**src/rtl/pnbe_pkg.sv**
```systemverilog
package pnbe_pkg;

    localparam int MaxDigitOctetsDef = 32;
    localparam int CfgIdxW = 3;
    localparam int CfgDataW = 7;
    localparam int QueueDepth = 3;

    localparam logic [CfgIdxW-1:0] REG_PARTY_KIND      = 3'd0;
    localparam logic [CfgIdxW-1:0] REG_ADDRESS_NATURE  = 3'd1;
    localparam logic [CfgIdxW-1:0] REG_INDICATOR_BIT   = 3'd2;
    localparam logic [CfgIdxW-1:0] REG_NUMBERING_PLAN  = 3'd3;
    localparam logic [CfgIdxW-1:0] REG_PRESENTATION    = 3'd4;
    localparam logic [CfgIdxW-1:0] REG_SCREENING_MODE  = 3'd5;
    localparam logic [CfgIdxW-1:0] REG_BUFFER_CAPACITY = 3'd6;

    localparam logic [5:0] CapacityReset = 6'd34;
    localparam logic [5:0] HeaderOctets  = 6'd2;

    localparam logic [3:0] NibStar = 4'h0b;
    localparam logic [3:0] NibHash = 4'h0c;
    localparam logic [3:0] NibHexA = 4'h0a;

    typedef struct packed {
        logic [7:0] octet_value;
        logic [5:0] octet_pos;
        logic [5:0] total_length;
        logic       failed;
        logic       final_result;
    } t_res;

    typedef struct packed {
        logic       load;
        logic [1:0] load_cnt;
        logic       pop;
    } t_q_ctl;

    // {valid, nibble}
    function automatic logic [4:0] nibble_of(input logic [7:0] c);
        logic [4:0] r;
        r = 5'd0;
        if (c >= 8'h30 && c <= 8'h39) begin
            r = {1'b1, c[3:0]};
        end else if (c == 8'h2a) begin
            r = {1'b1, NibStar};
        end else if (c == 8'h23) begin
            r = {1'b1, NibHash};
        end else if ((c >= 8'h61 && c <= 8'h66) || (c >= 8'h41 && c <= 8'h46)) begin
            // 'a'/'A' low three bits are 1..6
            r = {1'b1, NibHexA + 4'(c[2:0] - 3'd1)};
        end
        return r;
    endfunction

endpackage

```
**src/rtl/pnbe_in_if.sv**
```systemverilog
interface pnbe_in_if;
    logic       valid;
    logic       ready;
    logic [7:0] char_code;
    logic       char_present;
    logic       last_char;

    modport source (output valid, output char_code, output char_present,
                    output last_char, input ready);
    modport sink (input valid, input char_code, input char_present,
                  input last_char, output ready);
endinterface

```
**src/rtl/pnbe_out_if.sv**
```systemverilog
interface pnbe_out_if;
    logic       valid;
    logic       ready;
    logic [7:0] octet_value;
    logic [5:0] octet_pos;
    logic [5:0] total_length;
    logic       failed;
    logic       final_result;

    modport source (output valid, output octet_value, output octet_pos,
                    output total_length, output failed, output final_result,
                    input ready);
    modport sink (input valid, input octet_value, input octet_pos,
                  input total_length, input failed, input final_result,
                  output ready);
endinterface

```
**src/rtl/pnbe_resq.sv**
```systemverilog
module pnbe_resq
    import pnbe_pkg::*;
(
    input  logic   i_clk,
    input  logic   i_rst_n,
    input  t_q_ctl i_ctl,
    input  t_res   i_data [QueueDepth],
    output t_res   o_head,
    output logic [1:0] o_left
);

    t_res       r_slot [QueueDepth];
    logic [1:0] r_left;

    always_ff @(posedge i_clk) begin
        if (!i_rst_n) begin
            r_left <= 2'd0;
        end else if (i_ctl.load) begin
            r_left <= i_ctl.load_cnt;
        end else if (i_ctl.pop) begin
            r_left <= r_left - 2'd1;
        end
    end

    always_ff @(posedge i_clk) begin
        if (i_ctl.load) begin
            r_slot <= i_data;
        end else if (i_ctl.pop) begin
            for (int i = 0; i < QueueDepth - 1; i++) begin
                r_slot[i] <= r_slot[i+1];
            end
        end
    end

    assign o_head = r_slot[0];
    assign o_left = r_left;

endmodule

```
**src/rtl/party_number_bcd_encoder.sv**
```systemverilog
// The input register holds an accepted character; its result beats go to the result
// queue, which drives the output. Throughput: one character per cycle while the
// output takes each result beat; a final character yields one to three result beats,
// one per cycle while the output is ready, and input stalls until the last of them
// is being taken. Reset (synchronous, active low): packing state and queue cleared,
// registers to their defaults, buffer capacity 34.
module party_number_bcd_encoder
    import pnbe_pkg::*;
#(
    parameter int MAX_DIGIT_OCTETS = MaxDigitOctetsDef
) (
    input  logic                i_clk,
    input  logic                i_rst_n,
    input  logic                i_cfg_we,
    input  logic [CfgIdxW-1:0]  i_cfg_idx,
    input  logic [CfgDataW-1:0] i_cfg_data,
    pnbe_in_if.sink             i_char,
    pnbe_out_if.source          o_octet
);

    // configuration
    logic       r_party_kind;
    logic [6:0] r_address_nature;
    logic       r_indicator_bit;
    logic [2:0] r_numbering_plan;
    logic [1:0] r_presentation;
    logic [1:0] r_screening_mode;
    logic [5:0] r_buffer_capacity;

    // packing state
    logic [3:0] r_pend, n_pend;
    logic       r_odd, n_odd;
    logic [5:0] r_done, n_done;
    logic       r_err, n_err;

    // input register
    logic       r_in_v;
    logic [7:0] r_in_code;
    logic       r_in_present;
    logic       r_in_last;

    t_res       res [QueueDepth];
    logic [1:0] res_cnt;
    t_q_ctl     q_ctl;
    t_res       q_head;
    logic [1:0] q_left;
    logic       consume;
    logic       out_pop;
    logic [4:0] nib;
    logic [5:0] room;
    logic [5:0] cap_m2;
    logic       cap_low;
    t_res       first;
    logic       first_v;
    logic [7:0] h1;

    always_ff @(posedge i_clk) begin
        if (!i_rst_n) begin
            r_party_kind      <= 1'b0;
            r_address_nature  <= 7'd0;
            r_indicator_bit   <= 1'b0;
            r_numbering_plan  <= 3'd0;
            r_presentation    <= 2'd0;
            r_screening_mode  <= 2'd0;
            r_buffer_capacity <= CapacityReset;
        end else if (i_cfg_we) begin
            unique case (i_cfg_idx)
                REG_PARTY_KIND:      r_party_kind      <= i_cfg_data[0];
                REG_ADDRESS_NATURE:  r_address_nature  <= i_cfg_data[6:0];
                REG_INDICATOR_BIT:   r_indicator_bit   <= i_cfg_data[0];
                REG_NUMBERING_PLAN:  r_numbering_plan  <= i_cfg_data[2:0];
                REG_PRESENTATION:    r_presentation    <= i_cfg_data[1:0];
                REG_SCREENING_MODE:  r_screening_mode  <= i_cfg_data[1:0];
                REG_BUFFER_CAPACITY: r_buffer_capacity <= {1'b0, i_cfg_data[4:0]}
                                                          | {i_cfg_data[5], 5'd0};
                default: ;
            endcase
        end
    end

    assign out_pop = o_octet.valid && o_octet.ready;
    assign consume = r_in_v && (q_left == 2'd0 || (q_left == 2'd1 && o_octet.ready));
    assign i_char.ready = !r_in_v || consume;

    always_ff @(posedge i_clk) begin
        if (!i_rst_n) begin
            r_in_v <= 1'b0;
        end else if (i_char.valid && i_char.ready) begin
            r_in_v <= 1'b1;
        end else if (consume) begin
            r_in_v <= 1'b0;
        end
    end

    always_ff @(posedge i_clk) begin
        if (i_char.valid && i_char.ready) begin
            r_in_code    <= i_char.char_code;
            r_in_present <= i_char.char_present;
            r_in_last    <= i_char.last_char;
        end
    end

    assign cap_low = r_buffer_capacity < HeaderOctets;
    assign cap_m2  = r_buffer_capacity - HeaderOctets;
    assign room    = cap_low ? 6'd0
                   : (cap_m2 > 6'(MAX_DIGIT_OCTETS) ? 6'(MAX_DIGIT_OCTETS) : cap_m2);
    assign nib     = nibble_of(r_in_code);

    always_comb begin
        n_pend  = r_pend;
        n_odd   = r_odd;
        n_done  = r_done;
        n_err   = r_err;
        first   = '0;
        first_v = 1'b0;
        h1      = '0;
        res_cnt = 2'd0;
        for (int i = 0; i < QueueDepth; i++) begin
            res[i] = '0;
        end

        if (r_in_present && !r_err) begin
            if (!nib[4]) begin
                n_err = 1'b1;
            end else if (!r_odd) begin
                if (r_done >= room) begin
                    n_err = 1'b1;
                end else begin
                    n_pend = nib[3:0];
                    n_odd  = 1'b1;
                end
            end else begin
                first_v = 1'b1;
                first.octet_value = {nib[3:0], r_pend};
                first.octet_pos   = HeaderOctets + r_done;
                n_done = r_done + 6'd1;
                n_pend = 4'd0;
                n_odd  = 1'b0;
            end
        end

        if (r_in_last) begin
            if (n_err || cap_low) begin
                res[0].failed       = 1'b1;
                res[0].final_result = 1'b1;
                res_cnt = 2'd1;
                if (first_v) begin
                    res[0] = first;
                    res[1].failed       = 1'b1;
                    res[1].final_result = 1'b1;
                    res_cnt = 2'd2;
                end
            end else begin
                // odd digit count: half octet with zero filler goes out first
                if (n_odd) begin
                    first_v = 1'b1;
                    first.octet_value = {4'd0, n_pend};
                    first.octet_pos   = HeaderOctets + n_done;
                    n_done = n_done + 6'd1;
                end
                h1 = {r_indicator_bit, r_numbering_plan, 4'd0};
                if (r_party_kind) begin
                    h1[3:0] = {r_presentation, r_screening_mode};
                end
                if (first_v) begin
                    res[0] = first;
                    res[1].octet_value  = {n_odd, r_address_nature};
                    res[2].octet_value  = h1;
                    res[2].octet_pos    = 6'd1;
                    res[2].total_length = HeaderOctets + n_done;
                    res[2].final_result = 1'b1;
                    res_cnt = 2'd3;
                end else begin
                    res[0].octet_value  = {n_odd, r_address_nature};
                    res[1].octet_value  = h1;
                    res[1].octet_pos    = 6'd1;
                    res[1].total_length = HeaderOctets + n_done;
                    res[1].final_result = 1'b1;
                    res_cnt = 2'd2;
                end
            end
            n_pend = 4'd0;
            n_odd  = 1'b0;
            n_done = 6'd0;
            n_err  = 1'b0;
        end else if (first_v) begin
            res[0]  = first;
            res_cnt = 2'd1;
        end
    end

    always_ff @(posedge i_clk) begin
        if (!i_rst_n) begin
            r_pend <= 4'd0;
            r_odd  <= 1'b0;
            r_done <= 6'd0;
            r_err  <= 1'b0;
        end else if (consume) begin
            r_pend <= n_pend;
            r_odd  <= n_odd;
            r_done <= n_done;
            r_err  <= n_err;
        end
    end

    assign q_ctl.load     = consume;
    assign q_ctl.load_cnt = res_cnt;
    assign q_ctl.pop      = out_pop;

    pnbe_resq u_resq (
        .i_clk   (i_clk),
        .i_rst_n (i_rst_n),
        .i_ctl   (q_ctl),
        .i_data  (res),
        .o_head  (q_head),
        .o_left  (q_left)
    );

    assign o_octet.valid        = q_left != 2'd0;
    assign o_octet.octet_value  = q_head.octet_value;
    assign o_octet.octet_pos    = q_head.octet_pos;
    assign o_octet.total_length = q_head.total_length;
    assign o_octet.failed       = q_head.failed;
    assign o_octet.final_result = q_head.final_result;

    a_fail_beat: assert property (@(posedge i_clk) disable iff (!i_rst_n)
        o_octet.valid && o_octet.failed |->
            o_octet.final_result && o_octet.octet_value == 8'd0)
        else $error("error beat not final or not zero");

    a_clear_after_last: assert property (@(posedge i_clk) disable iff (!i_rst_n)
        consume && r_in_last |=> !r_odd && !r_err && r_done == 6'd0)
        else $error("packing state not cleared after last character");

    a_done_bound: assert property (@(posedge i_clk) disable iff (!i_rst_n)
        r_done <= 6'(MAX_DIGIT_OCTETS))
        else $error("digit octet count beyond limit");

    a_no_overrun: assert property (@(posedge i_clk) disable iff (!i_rst_n)
        consume |-> q_left == 2'd0 || out_pop)
        else $error("result queue loaded while holding beats");

endmodule
```
**src/flat_wrapper.sv**
```systemverilog
// flat-port wrapper written by rule: the top's interface ports become plain ports
module party_number_bcd_encoder_flat import pnbe_pkg::*;
#(
    parameter int MAX_DIGIT_OCTETS = MaxDigitOctetsDef
)
  (i_clk, i_rst_n, i_cfg_we, i_cfg_idx, i_cfg_data, i_char_valid, i_char_char_code, i_char_char_present, i_char_last_char, i_char_ready, o_octet_valid, o_octet_octet_value, o_octet_octet_pos, o_octet_total_length, o_octet_failed, o_octet_final_result, o_octet_ready);
  pnbe_in_if i_char_i ();
  pnbe_out_if o_octet_i ();
  input  logic i_clk;
  input  logic i_rst_n;
  input  logic i_cfg_we;
  input  logic [CfgIdxW-1:0] i_cfg_idx;
  input  logic [CfgDataW-1:0] i_cfg_data;
  input wire logic [$bits(i_char_i.valid)-1:0] i_char_valid;
  input wire logic [$bits(i_char_i.char_code)-1:0] i_char_char_code;
  input wire logic [$bits(i_char_i.char_present)-1:0] i_char_char_present;
  input wire logic [$bits(i_char_i.last_char)-1:0] i_char_last_char;
  output wire logic [$bits(i_char_i.ready)-1:0] i_char_ready;
  output wire logic [$bits(o_octet_i.valid)-1:0] o_octet_valid;
  output wire logic [$bits(o_octet_i.octet_value)-1:0] o_octet_octet_value;
  output wire logic [$bits(o_octet_i.octet_pos)-1:0] o_octet_octet_pos;
  output wire logic [$bits(o_octet_i.total_length)-1:0] o_octet_total_length;
  output wire logic [$bits(o_octet_i.failed)-1:0] o_octet_failed;
  output wire logic [$bits(o_octet_i.final_result)-1:0] o_octet_final_result;
  input wire logic [$bits(o_octet_i.ready)-1:0] o_octet_ready;
  assign i_char_i.valid = i_char_valid;
  assign i_char_i.char_code = i_char_char_code;
  assign i_char_i.char_present = i_char_char_present;
  assign i_char_i.last_char = i_char_last_char;
  assign i_char_ready = i_char_i.ready;
  assign o_octet_valid = o_octet_i.valid;
  assign o_octet_octet_value = o_octet_i.octet_value;
  assign o_octet_octet_pos = o_octet_i.octet_pos;
  assign o_octet_total_length = o_octet_i.total_length;
  assign o_octet_failed = o_octet_i.failed;
  assign o_octet_final_result = o_octet_i.final_result;
  assign o_octet_i.ready = o_octet_ready;
  party_number_bcd_encoder #(.MAX_DIGIT_OCTETS(MAX_DIGIT_OCTETS)) u_core (.i_clk(i_clk), .i_rst_n(i_rst_n), .i_cfg_we(i_cfg_we), .i_cfg_idx(i_cfg_idx), .i_cfg_data(i_cfg_data), .i_char(i_char_i), .o_octet(o_octet_i));
endmodule
```
**config.mk**
```make
export PLATFORM = sky130hd
export DESIGN_NAME = party_number_bcd_encoder_flat
export DESIGN_NICKNAME = d
export VERILOG_FILES = /design/src/rtl/pnbe_pkg.sv /design/src/rtl/pnbe_in_if.sv /design/src/rtl/pnbe_out_if.sv /design/src/rtl/pnbe_resq.sv /design/src/rtl/party_number_bcd_encoder.sv /design/src/flat_wrapper.sv
export SDC_FILE = /design/constraint.sdc
export NUM_CORES = 1
export LEC_CHECK = 0
export BUFFER_PORTS_ARGS = -buffer_cell sky130_fd_sc_hd__buf_2
export CORE_UTILIZATION = 60
export DETAILED_ROUTE_END_ITERATION = 12
export PLACE_DENSITY = 0.8
export SLEW_MARGIN = 30
export SYNTH_ARGS = -nofsm -noshare
export SYNTH_HDL_FRONTEND = slang
export SYNTH_HIERARCHICAL = 1
export SYNTH_SLANG_ARGS = --single-unit
```
**constraint.sdc**
```tcl
create_clock -name i_clk -period 5.15 [get_ports i_clk]
set_input_delay 0.515 -clock i_clk [delete_from_list [all_inputs] [get_ports i_clk]]
set_output_delay 0.515 -clock i_clk [all_outputs]
set_load 0.01 [all_outputs]
```
# Word-level counts from Yosys, hierarchy flattened
# Index checks and enable logic that the tools add are counted.
# word_totals
reg_bits,112
latchBits,0
ram_bits,0
mem_bits_ro,0
input_bits,25
wordCells,155
mem_count,0
# op_classes
n_addsub,9
mul,0
div,0
n_lt_le_gt_ge,9
eq_ne,9
shifts,0
n_mux,67
n_bitwise,3
reduce_logical,28
# ops
operator,count
two-way mux 22 bit,4
two-way mux 44 bit,2
two-way mux 14 bit,5
two-way mux 20 bit,3
two-way mux 6 bit,9
two-way mux 42 bit,1
two-way mux 1 bit,24
two-way mux 4 bit,6
two-way mux 5 bit,4
adder 2 x 6 -> 6 bit (first input constant),3
== test 8 x 6 -> 1 bit (second input constant),2
greater-or-equal comparator 8 x 7 -> 1 bit (second input constant),2
<= comparator 8 x 7 -> 1 bit (second input constant),2
two-way mux 8 bit,2
AND reduction 2 bit,7
adder 6 x 1 -> 6 bit (second input constant),2
two-way mux 2 bit,6
== test 3 bit (second input constant),3
greater-or-equal comparator 8 x 6 -> 1 bit (second input constant),1
<= comparator 8 x 6 -> 1 bit (second input constant),1
logical AND 1 bit,8
two-way mux 7 bit,1
== test 3 x 2 -> 1 bit (second input constant),2
greater-or-equal comparator 6 bit,1
other kinds (17),24

# Longest topological paths before layout
# Gate-level depths: netlist of the first run.
# logic_depth
depth_word,18
mapped_depth,21

# Cells and area by module
# The synthesis of the first run kept the hierarchy.
# by_module_without_submodules
module,n_inst,cells_each,area_per_inst_um2,seq_area_each_um2
party_number_bcd_encoder,1,391,3398.3,1001.0
pnbe_resq,1,149,2788.9,2021.9

# Worst setup path before layout of the first run
# OpenSTA, ideal clock, no wires.
# synth_timing
path_type,register to register
start,register u_core.r_buffer_capacity[1]
end,register u_core/u_resq/r_slot[29] (netlist bit) (data pin)
setup_ns,0.260
arrival_time_ns,4.010
t_required_ns,4.890
setup_slack_ns,0.880
path_stages_with_launch,19
period_less_slack_ns,4.270
path_cell_list,dfxtp_1 > nor4_1 > a21oi_1 > o21ai_0 > a21oi_1 > and2_1 > ha_1 > nor2b_1 > o21ai_0 > a221oi_4 > o211ai_2 > mux2i_4 > mux2_2 > ha_1 > nand2b_1 > o32ai_1 > o21ai_0 > a21oi_1 > mux2_2
# synth_lines
element,line_no,source
"start, declared",party_number_bcd_encoder.sv:28,logic [5:0] r_buffer_capacity;
"start signal, assigned",party_number_bcd_encoder.sv:65,r_buffer_capacity <= CapacityReset;
"start signal, assigned",party_number_bcd_encoder.sv:74,"REG_BUFFER_CAPACITY: r_buffer_capacity <= {1'b0, i_cfg_data[4:0]}"
"end signal, assigned",pnbe_resq.sv:27,r_slot <= i_data;
"end signal, assigned by index",pnbe_resq.sv:30,r_slot[i] <= r_slot[i+1];
"end, declared",pnbe_resq.sv:12,t_res r_slot [QueueDepth];

==> reports/metrics.cfg, run 1 <==
[synth]
yosysWarnings=6
ys_seq_elements=113
syn_inst=540
netlist_area_um2=6190
async_flop_share_pct=0
syn_area_per_cell_um2=11.5
seq_area_frac_synth_pct=48.9
yosysUniqueCellTypes=64
synth_edf_count=76
ys.flop_type=edfxtp_1

[timing]
rsz0062_at_grt=false
setup_viol=0
max_freq_mhz=209
hold_viol_final=0
relSlewSlack_pct=42.3
period_needed_ps=4790
post-route-period-util_pct=93.0
report.final.slew_viol_count=0
holdWs_ps=183
setup_tns_ps=0
worstMarginPinSlew_ps=866
fin_skew_ps=5.41
setup_slack_ps=361

[worst_setup_path]
path_class=reg2reg
critical_path.cell_chain=inv_1 > ha_1 > nand3b_1 > a21oi_1 > o21ai_0 > a21oi_1 > o21ai_0 > ha_1 > a21o_1 > a221oi_4 > o211ai_2 > mux2i_4 > mux2_2 > ha_1 > nand2b_1 > o32ai_1 > or3_1 > a21oi_1 > mux2_2
slowest_stage=mux2_2
cp_max_fo=9
path_delay_family=compound AO/OA/AOI/OAI gates
critPathBufInv=1
startpoint_type=flop
critPathMaxStageDelay_ps=410
worst_ep_arrival_time_ps=5170
critical_path_required_ps=5530
end_kind=flop

[clock_tree]
clkSlewWorstSetupHoldPaths_ps=60
cts_buffers=17
clock_latency_ps=510
cts.sinks=113
clock_path_buffers=2
cts_tree=yes
cts_resized=0
htreeDepth=4
root_buffer=clkbuf_8

[floorplanning]
die_y_um=104
die_area_um2=10700
initial_core_util_pct=62.7
die_w_um=104
io_pins=49
rows=36
coreArea_um2=9860

[finish]
area_growth_pct=14.0
final_common_cell=edfxtp_1
utilization_pct=71.5
layout-drive-gt1-share_pct=24.2
final_cell_area_um2=7050
multi_input_area_um2=2900
regArea_um2=3020
final_cell_mix=76 x edfxtp_1, 48 x buf_2, 46 x mux2_2, 37 x dfxtp_1, 36 x nor2b_1
diodes=0
nFillCells=662
layout.cells.non_filler=732
nNetsFinal=628

[placed_design]
port_buffers=48
gp_congestion=0.897
dp_hpwl_mm=8.55
place_area_um2=6420
pre_cts_ws_ps=435
place_inst=698

[pwr]
irDropWorstVdd_v=0.000252
power_density_nw_per_um2=376
total_power_mw=2.65
leakagePower_nw=2.67

[drt]
drtAntennaViolNets=0
drt_iter0_drc=249
vias=4309
wl_per_cell_um=17.5
drc=0
viasPerCell=5.89
first_pass_iters=5
routed_wl_mm=12.8

[global_route]
grt_pass1_vias=4266
grt_pass1_wl_mm=21.0
grt_max_degree=74
grt_overflow_total=0
track_usage_pct=24.9
antenna_found_initial=0

[outcome]
status=finished clean

[run]
drv_cap=0

[min_path]
hold_path_class=in2reg

[worst paths after layout]
kind | startpoint | endpoint | slack (ps) | depth (start not counted)
max | u_core/r_buffer_capacity[1] | u_core/u_resq/r_slot[29] | 360 | 19
min | i_char_char_code[3] | u_core/r_in_code[3] | 180 | 1
max reg2reg | u_core/r_buffer_capacity[1] | u_core/u_resq/r_slot[29] | 360 | 19
min reg2reg | u_core/r_indicator_bit | u_core/r_indicator_bit | 540 | 2
[registers in the layout (all words and copies together), names as in the netlist, 2 cells and up]
name,cells
u_core/u_resq/r_slot,44
u_core/u_resq/o_head,22
u_core/r_in_code,8
u_core/r_address_nature,7
u_core/r_buffer_capacity,6
u_core/r_done,6
u_core/r_pend,4
u_core/r_numbering_plan,3
u_core/r_presentation,2
u_core/r_screening_mode,2
u_core/u_resq/o_left,2
[cells by family (layout without fill, tap and decap cells)]
kind of cell             after synthesis  in the layout  synth area share (%)
flip-flops                           113            113                  48.9
adder cells (fa/ha/maj)               17             17                  3.44
AND/OR/NAND/NOR                      167            167                  15.2
AO/OA/AOI/OAI                         97             97                  12.3
other                                  1             17                0.0606
XOR/XNOR                              17             17                  2.41
buffers and inverters                 58            101                  5.24
multiplexers                          70             70                  12.5
[cell type report]
class                           instances  share of cell area, %
Clock buffer                           22                   7.04
Clock inverter                         10                   1.69
Inverter                               14                  0.745
Multi-Input combinational cell        385                   41.2
Sequential cell                       113                   42.9
Tap cell                              133                   2.36
Timing Repair Buffer                   55                   4.15
[power by group]
group	switching [mW]	internal, mW	total, mW
Sequential	0.0379	1.10	1.14
Combinational	0.189	0.136	0.325
Clock	0.410	0.777	1.19
[repair_timing]
| action | 4_1_cts | 5_1_grt |
|---|---|---|
| setup endpoints to repair | 0 | 1 |
| setup buffers | 0 | 2 |
| hold buffers | 0 | 0 |
[per-layer routing]
layer	wire (um)	up-vias	GRT usage (%)
met4	399	0	12.7
met5	0	-	0
met1	5360	2058	29.6
met2	6380	151	42.5
li1	-	2066	-
met3	667	34	5.60
[synth_stat cells, drive strengths merged, types with 2 or more instances]
cell type  instances  area [um2]
nand3b             7        52.6
mux2i             24         253
or4                2        15.0
nand4b             2        17.5
o211ai            10        80.1
a22oi              4        30.0
o21a               5        37.5
nand3             12        85.1
a22o               7        61.3
clkbuf            11        41.3
and3               5        31.3
o22ai              4        25.0
ha                17         213
o32ai              2        17.5
xnor2              9        78.8
a221o              4        40.0
nand2             25        93.8
and2              16         100
a21oi             17        85.1
edfxtp            76        2280
clkinv             2        7.51
o21ai             19        95.1
nand2b            10        62.6
or3                2        17.5
o22a               3        26.3
mux2              46         518
dfxtp             37         741
o2111ai            2        35.0
nor2b             36         225
buf               33         230
nor4               6        37.5
a32o               5        50.1
nor3              11        55.1
inv               12        45.0
a221oi             2        52.6
a31oi              2        27.5
a21boi             3        22.5
nor2              26        97.6
xor2               8        70.1
or2                2        12.5
Note: power is estimated with default switching activity, not from simulation.
==> run 2: changes to the inputs <==
--- a/config.mk
+++ b/config.mk
@@ -9,6 +9,8 @@
 export CORE_UTILIZATION = 60
 export DETAILED_ROUTE_END_ITERATION = 12
 export PLACE_DENSITY = 0.8
+export REMOVE_ABC_BUFFERS = 1
+export SETUP_SLACK_MARGIN = 0.5
 export SLEW_MARGIN = 30
 export SYNTH_ARGS = -nofsm -noshare
 export SYNTH_HDL_FRONTEND = slang
==> reports/metrics.cfg, run 2 (synthesis results as in run 1) <==
[pwr]
p_int_mw=2.10  ; was 2.02 mW
power.share.switching_pct=23.0  ; was 24.0%
power_density_nw_per_um2=382  ; was 376 nW/um2
p_switching_mw=0.627  ; was 0.637 mW
share_seq_of_total_power_pct=42.0  ; was 43.0%
power_frac_comb_pct=12.3  ; was 12.2%
leakagePower_nw=2.70  ; was 2.67 nW
clkPwrFrac_pct=45.7  ; was 44.7%
irDropWorstVdd_v=0.000211  ; was 0.000252 V

[global_route]
antenna_found_initial=0  ; unchanged
grt_overflow_total=0  ; unchanged
grt_pass1_vias=4413  ; was 4266
grt_pass1_wl_mm=21.5  ; was 21.0 mm
track_usage_pct=25.7  ; was 24.9%
grt_max_degree=45  ; was 74

[placed_design]
dp_hpwl_mm=8.58  ; was 8.55 mm
place_inst=697  ; was 698
gp_congestion=0.882  ; was 0.897
port_buffers=48  ; unchanged

[finish]
final_common_cell=edfxtp_1  ; unchanged
layout.cells.non_filler=737  ; was 732
regMostFlops=u_core/u_resq/r_slot  ; unchanged
largest_register_ffs=44  ; unchanged
nFillCells=717  ; was 662
nNetsFinal=633  ; was 628
layout-drive-gt1-share_pct=25.2  ; was 24.2%
final_cell_mix=76 x edfxtp_1, 48 x buf_2, 46 x mux2_2, 36 x nor2b_1, 36 x dfxtp_1  ; was 76 x edfxtp_1, 48 x buf_2, 46 x mux2_2, 37 x dfxtp_1, 36 x nor2b_1
area_growth_pct=15.2  ; was 14.0%
diodes=0  ; unchanged

[timing]
max_freq_mhz=226  ; was 209 MHz
worstMarginPinSlew_ps=791  ; was 866 ps
setup_viol=0  ; unchanged
report.final.slew_viol_count=0  ; unchanged
setup_tns_ps=0  ; unchanged
hold_viol_final=0  ; unchanged
rsz0062_at_grt=false  ; unchanged
period_needed_ps=4430  ; was 4790 ps
post-route-period-util_pct=86.1  ; was 93.0%
fin_skew_ps=9.38  ; was 5.41 ps
relSlewSlack_pct=46.7  ; was 42.3%

[floorplanning]
die_y_um=104  ; unchanged
initial_core_util_pct=62.7  ; unchanged
coreArea_um2=9860  ; unchanged
die_w_um=104  ; unchanged
die_area_um2=10700  ; unchanged
rows=36  ; unchanged
io_pins=49  ; unchanged

[drt]
routed_wl_mm=13.1  ; was 12.8 mm
first_pass_iters=5  ; unchanged
vias=4360  ; was 4309
drtAntennaViolNets=0  ; unchanged
drt_iter0_drc=242  ; was 249
drc=0  ; unchanged
wl_per_cell_um=17.8  ; was 17.5 um
viasPerCell=5.92  ; was 5.89

[worst_setup_path]
cp_max_fo=5  ; was 9
crit_start=u_core/r_buffer_capacity[1]  ; unchanged
end_kind=flop  ; unchanged
critical_path_required_ps=5530  ; about the same
path_class=reg2reg  ; unchanged
r2r_start=u_core/r_buffer_capacity[1]  ; unchanged
rrSetupSlack_ps=720  ; was 360 ps
r2r_cells=19  ; unchanged
rr_endpoint=u_core/u_resq/r_slot[29]  ; unchanged
worst_ep_arrival_time_ps=4820  ; was 5170 ps
startpoint_type=flop  ; unchanged

[min_path]
hold_path_end=u_core/r_in_code[7]  ; was u_core/r_in_code[3]
hold_path_class=in2reg  ; unchanged
min_path_cells=1  ; unchanged
hold_start=i_char_char_code[7]  ; was i_char_char_code[3]

[clock_tree]
root_buffer=clkbuf_8  ; unchanged
cts.sinks=113  ; unchanged
htreeDepth=4  ; unchanged
cts_buffers=17  ; unchanged
clock_latency_ps=510  ; about the same
cts_hold_buf=0  ; unchanged
cts_tree=yes  ; unchanged
clkSlewWorstSetupHoldPaths_ps=60  ; about the same
clock_path_buffers=2  ; unchanged

[run]
drv_cap=0  ; unchanged

[outcome]
status=finished clean  ; unchanged

==> run 2: cell count changes in the layout (fill, tap and decap cells not counted), moves of 2 or more <==
cell,delta
o21ai_1,+2
clkbuf_16,-3
clkinv_1,+3
buf_4,+5
o21ai_0,-2
inv_6,-2
bufinv_16,+3
clkbuf_8,+2
==> run 2: layer usage <==
layer | track usage [%] | routed length, um | up-vias | part of all wire (%)
li1 | - | - | 2073 | -
met1 | 30.7 | 5520 | 2130 | 42
met2 | 44.9 | 6830 | 139 | 52
met3 | 5.10 | 532 | 18 | 4.1
met4 | 11.4 | 252 | 0 | 1.9
met5 | 0 | 0 | - | 0
==> run 2: critical path, stage by stage, from the launching register on <==
cell and delay, ps:
dfxtp_2 350, inv_1 70, ha_1 300, nand3b_1 100, a21oi_1 210, o21ai_0 120
a21oi_2 200, o21ai_0 120, ha_1 300, a21o_1 190, a221oi_4 380, o211ai_4 140
mux2i_4 260, mux2_2 400, ha_1 230, nand2b_1 100, o32ai_2 90, or3_1 410
a21oi_1 160, mux2_2 160
==> run 2: stage by stage <==
stage / util, % / power [mW] / area (um2) / setup WS (ps) / hold slack, ps
2_1_floorplan: - / 1.37 / 5980 / 876 / 463
3_3_place_gp: 65.0 / 1.47 / 6410 / 639 / 501
3_5_place_dp: 65.0 / 1.49 / 6410 / 450 / 512
4_1_cts: 71.8 / 2.73 / 7080 / 510 / 160
5_1_grt: 72.3 / 2.82 / 7130 / 472 / 156
6_report: 72.3 / 2.72 / 7130 / 716 / 181
==> run 2: worst max path at each step <==
| stage | to | slack [ps] | depth (start not counted) |
|---|---|---|---|
| global route | u_core/u_resq/r_slot[29] | 470 | 20 |
| finish | u_core/u_resq/r_slot[29] | 720 | 19 |
| global placement | u_core/u_resq/r_slot[29] | 640 | 19 |
| detailed placement | u_core/u_resq/r_slot[29] | 450 | 19 |
| CTS | u_core/u_resq/r_slot[29] | 510 | 19 |
| floorplan | u_core/u_resq/r_slot[29] | 880 | 18 |
==> run 2: area by class of cell <==
cell class                      count  area (um2)  share of cell area (%)
Clock buffer                       20         445                    6.25
Multi-Input combinational cell    385        2920                    41.0
Tap cell                          133         166                    2.33
Sequential cell                   113        3020                    42.4
Inverter                           14        52.6                   0.737
Clock inverter                     12         186                    2.61
Timing Repair Buffer               60         330                    4.63
==> run 2: what timing repair did <==
action	CTS	global route
gates resized for setup	1	6
pin swaps	0	2
setup endpoints to repair	2	31
buffers inserted	3	5
==> run 2: power groups by stage <==
stage,clock network (mW),registers (mW),logic [mW]
final,1.24,1.14,0.335
after global routing,1.30,1.15,0.362
after detailed placement,0,1.16,0.325
after floorplan,0,1.17,0.199
after global placement,0,1.16,0.311
after CTS,1.26,1.14,0.331
==> run 3: changes to the inputs <==
--- a/config.mk
+++ b/config.mk
@@ -6,9 +6,8 @@
 export NUM_CORES = 1
 export LEC_CHECK = 0
 export BUFFER_PORTS_ARGS = -buffer_cell sky130_fd_sc_hd__buf_2
-export CORE_UTILIZATION = 60
+export CORE_UTILIZATION = 35
 export DETAILED_ROUTE_END_ITERATION = 12
-export PLACE_DENSITY = 0.8
 export REMOVE_ABC_BUFFERS = 1
 export SETUP_SLACK_MARGIN = 0.5
 export SLEW_MARGIN = 30
==> reports/metrics.cfg, run 3 (synthesis results as in run 1) <==
[finish]
regMostFlops=u_core/u_resq/r_slot  ; unchanged
largest_register_ffs=44  ; unchanged
multi_input_area_um2=2930  ; was 2920 um2
area_growth_pct=17.2  ; was 15.2%
final_common_cell=edfxtp_1  ; unchanged
layout-drive-gt1-share_pct=25.4  ; was 25.2%
nFillCells=1649  ; was 717
final_cell_mix=76 x edfxtp_1, 48 x buf_2, 46 x mux2_2, 37 x dfxtp_1, 36 x nor2b_1  ; was 76 x edfxtp_1, 48 x buf_2, 46 x mux2_2, 36 x nor2b_1, 36 x dfxtp_1
regArea_um2=3020  ; about the same
nNetsFinal=632  ; was 633
final_cell_area_um2=7250  ; was 7130 um2
diodes=0  ; unchanged

[run]
drv_cap=0  ; unchanged

[timing]
relSlewSlack_pct=48.7  ; was 46.7%
fin_skew_ps=8.78  ; was 9.38 ps
post-route-period-util_pct=85.7  ; was 86.1%
hold_viol_final=0  ; unchanged
rsz0062_at_grt=true  ; was false
max_freq_mhz=227  ; was 226 MHz
period_needed_ps=4410  ; was 4430 ps
setup_viol=0  ; unchanged
setup_tns_ps=0  ; unchanged
holdWs_ps=276  ; was 181 ps
worstMarginPinSlew_ps=762  ; was 791 ps
report.final.slew_viol_count=0  ; unchanged

[placed_design]
dp_hpwl_mm=8.58  ; about the same
place_area_um2=6530  ; was 6410 um2
gp_congestion=0.814  ; was 0.882
port_buffers=48  ; unchanged

[global_route]
track_usage_pct=14.9  ; was 25.7%
grt_pass1_vias=4016  ; was 4413
grt_pass1_wl_mm=20.7  ; was 21.5 mm
antenna_found_initial=0  ; unchanged
grt_max_degree=45  ; unchanged
grt_overflow_total=0  ; unchanged

[pwr]
power_density_nw_per_um2=374  ; was 382 nW/um2
leakagePower_nw=2.72  ; was 2.70 nW
irDropWorstVdd_v=0.000233  ; was 0.000211 V
total_power_mw=2.71  ; was 2.72 mW

[worst_setup_path]
cp_max_fo=5  ; unchanged
critPathMaxStageDelay_ps=420  ; was 410 ps
critical_path_required_ps=5300  ; was 5530 ps
path_class=reg2reg  ; unchanged
startpoint_type=flop  ; unchanged
slowest_stage=a221oi_4  ; was or3_1
critical_path.cell_chain=inv_1 > ha_1 > nand3b_1 > a21oi_1 > o21ai_0 > a21oi_2 > o21ai_0 > ha_1 > a21o_1 > a221oi_4 > o211ai_4 > mux2i_4 > mux2_2 > ha_1 > nand2b_1 > o32ai_1 > o21ai_0 > a21oi_1 > mux2_2  ; was inv_1 > ha_1 > nand3b_1 > a21oi_1 > o21ai_0 > a21oi_2 > o21ai_0 > ha_1 > a21o_1 > a221oi_4 > o211ai_4 > mux2i_4 > mux2_2 > ha_1 > nand2b_1 > o32ai_2 > or3_1 > a21oi_1 > mux2_2
end_kind=flop  ; unchanged
worst_ep_arrival_time_ps=4570  ; was 4820 ps

[floorplanning]
coreArea_um2=17300  ; was 9860 um2
die_y_um=135  ; was 104 um
rows=48  ; was 36
die_area_um2=18200  ; was 10700 um2
initial_core_util_pct=35.8  ; was 62.7%
die_w_um=135  ; was 104 um
io_pins=49  ; unchanged

[clock_tree]
cts.sinks=113  ; unchanged
clkSlewWorstSetupHoldPaths_ps=50  ; was 60 ps
cts_tree=yes  ; unchanged
root_buffer=clkbuf_16  ; was clkbuf_8
clock_latency_ps=410  ; was 510 ps
htreeDepth=4  ; unchanged
clock_path_buffers=2  ; unchanged
cts_buffers=17  ; unchanged
cts_hold_buf=0  ; unchanged

[outcome]
status=finished clean  ; unchanged

[drt]
viasPerCell=5.04  ; was 5.92
first_pass_iters=4  ; was 5
wl_per_cell_um=15.5  ; was 17.8 um
routed_wl_mm=12.8  ; was 13.1 mm
drc=0  ; unchanged
drt_iter0_drc=184  ; was 242
drtAntennaViolNets=0  ; unchanged
vias=4171  ; was 4360

[min_path]
hold_path_class=in2reg  ; unchanged

## run 3: area by class of cell
class	instances	area share, %
clock buffer	21	6.48
clock inverter	11	2.21
inverter	14	0.776
multi-input combinational	385	40.4
sequential	113	41.7
tap	225	3.88
timing repair buffer	59	4.62
## run 3: timing repair
| action | 4_1_cts | 5_1_grt |
|---|---|---|
| resized for setup | 1 | 4 |
| endpoints found under the hold margin | 0 | 0 |
| pin swaps | 0 | 2 |
| setup buffers | 2 | 5 |
| setup endpoints to repair | 1 | 23 |
## run 3: worst paths after layout
check                           slack [ps]  depth (start not counted)                         from                       end
worst max-delay path                   740                         19  u_core/r_buffer_capacity[1]  u_core/u_resq/r_slot[29]
worst min-delay path                   280                          1          i_char_char_code[2]       u_core/r_in_code[2]
worst max register to register         740                         19  u_core/r_buffer_capacity[1]  u_core/u_resq/r_slot[29]
worst min register to register         520                          2                u_core/r_in_v             u_core/r_in_v
## run 3: where the power goes
part | total (mW) | internal, mW | leakage [nW] | switching (mW)
clock | 1.24 | 0.842 | 0.310 | 0.395
sequential | 1.14 | 1.10 | 1.03 | 0.0364
combinational | 0.335 | 0.141 | 1.37 | 0.194
## run 3: metal layers
| metal | GRT usage, % | vias up | wire, um |
|---|---|---|---|
| li1 | - | 2078 | - |
| met1 | 18.5 | 2003 | 5900 |
| met2 | 25.0 | 76 | 6270 |
| met3 | 3.38 | 14 | 476 |
| met4 | 5.93 | 0 | 188 |
| met5 | 0 | - | 0 |
## run 3: per-stage QoR
step,std cells,util [%],setup slack [ps]
finish,828,41.9,739
floorplan,512,-,876
global route,828,41.9,461
CTS,823,41.5,563
detailed placement,789,37.8,422
global placement,789,37.7,666
## run 3: critical path: cells and delay by family (launching register included)
family	cells	cell delay, ps
DFF	1	360
AOI/OAI and AO/OA	10	1790
adders and majority gates	3	850
and+or+nand+nor	2	170
muxes	3	910
buffers and inverters	1	90
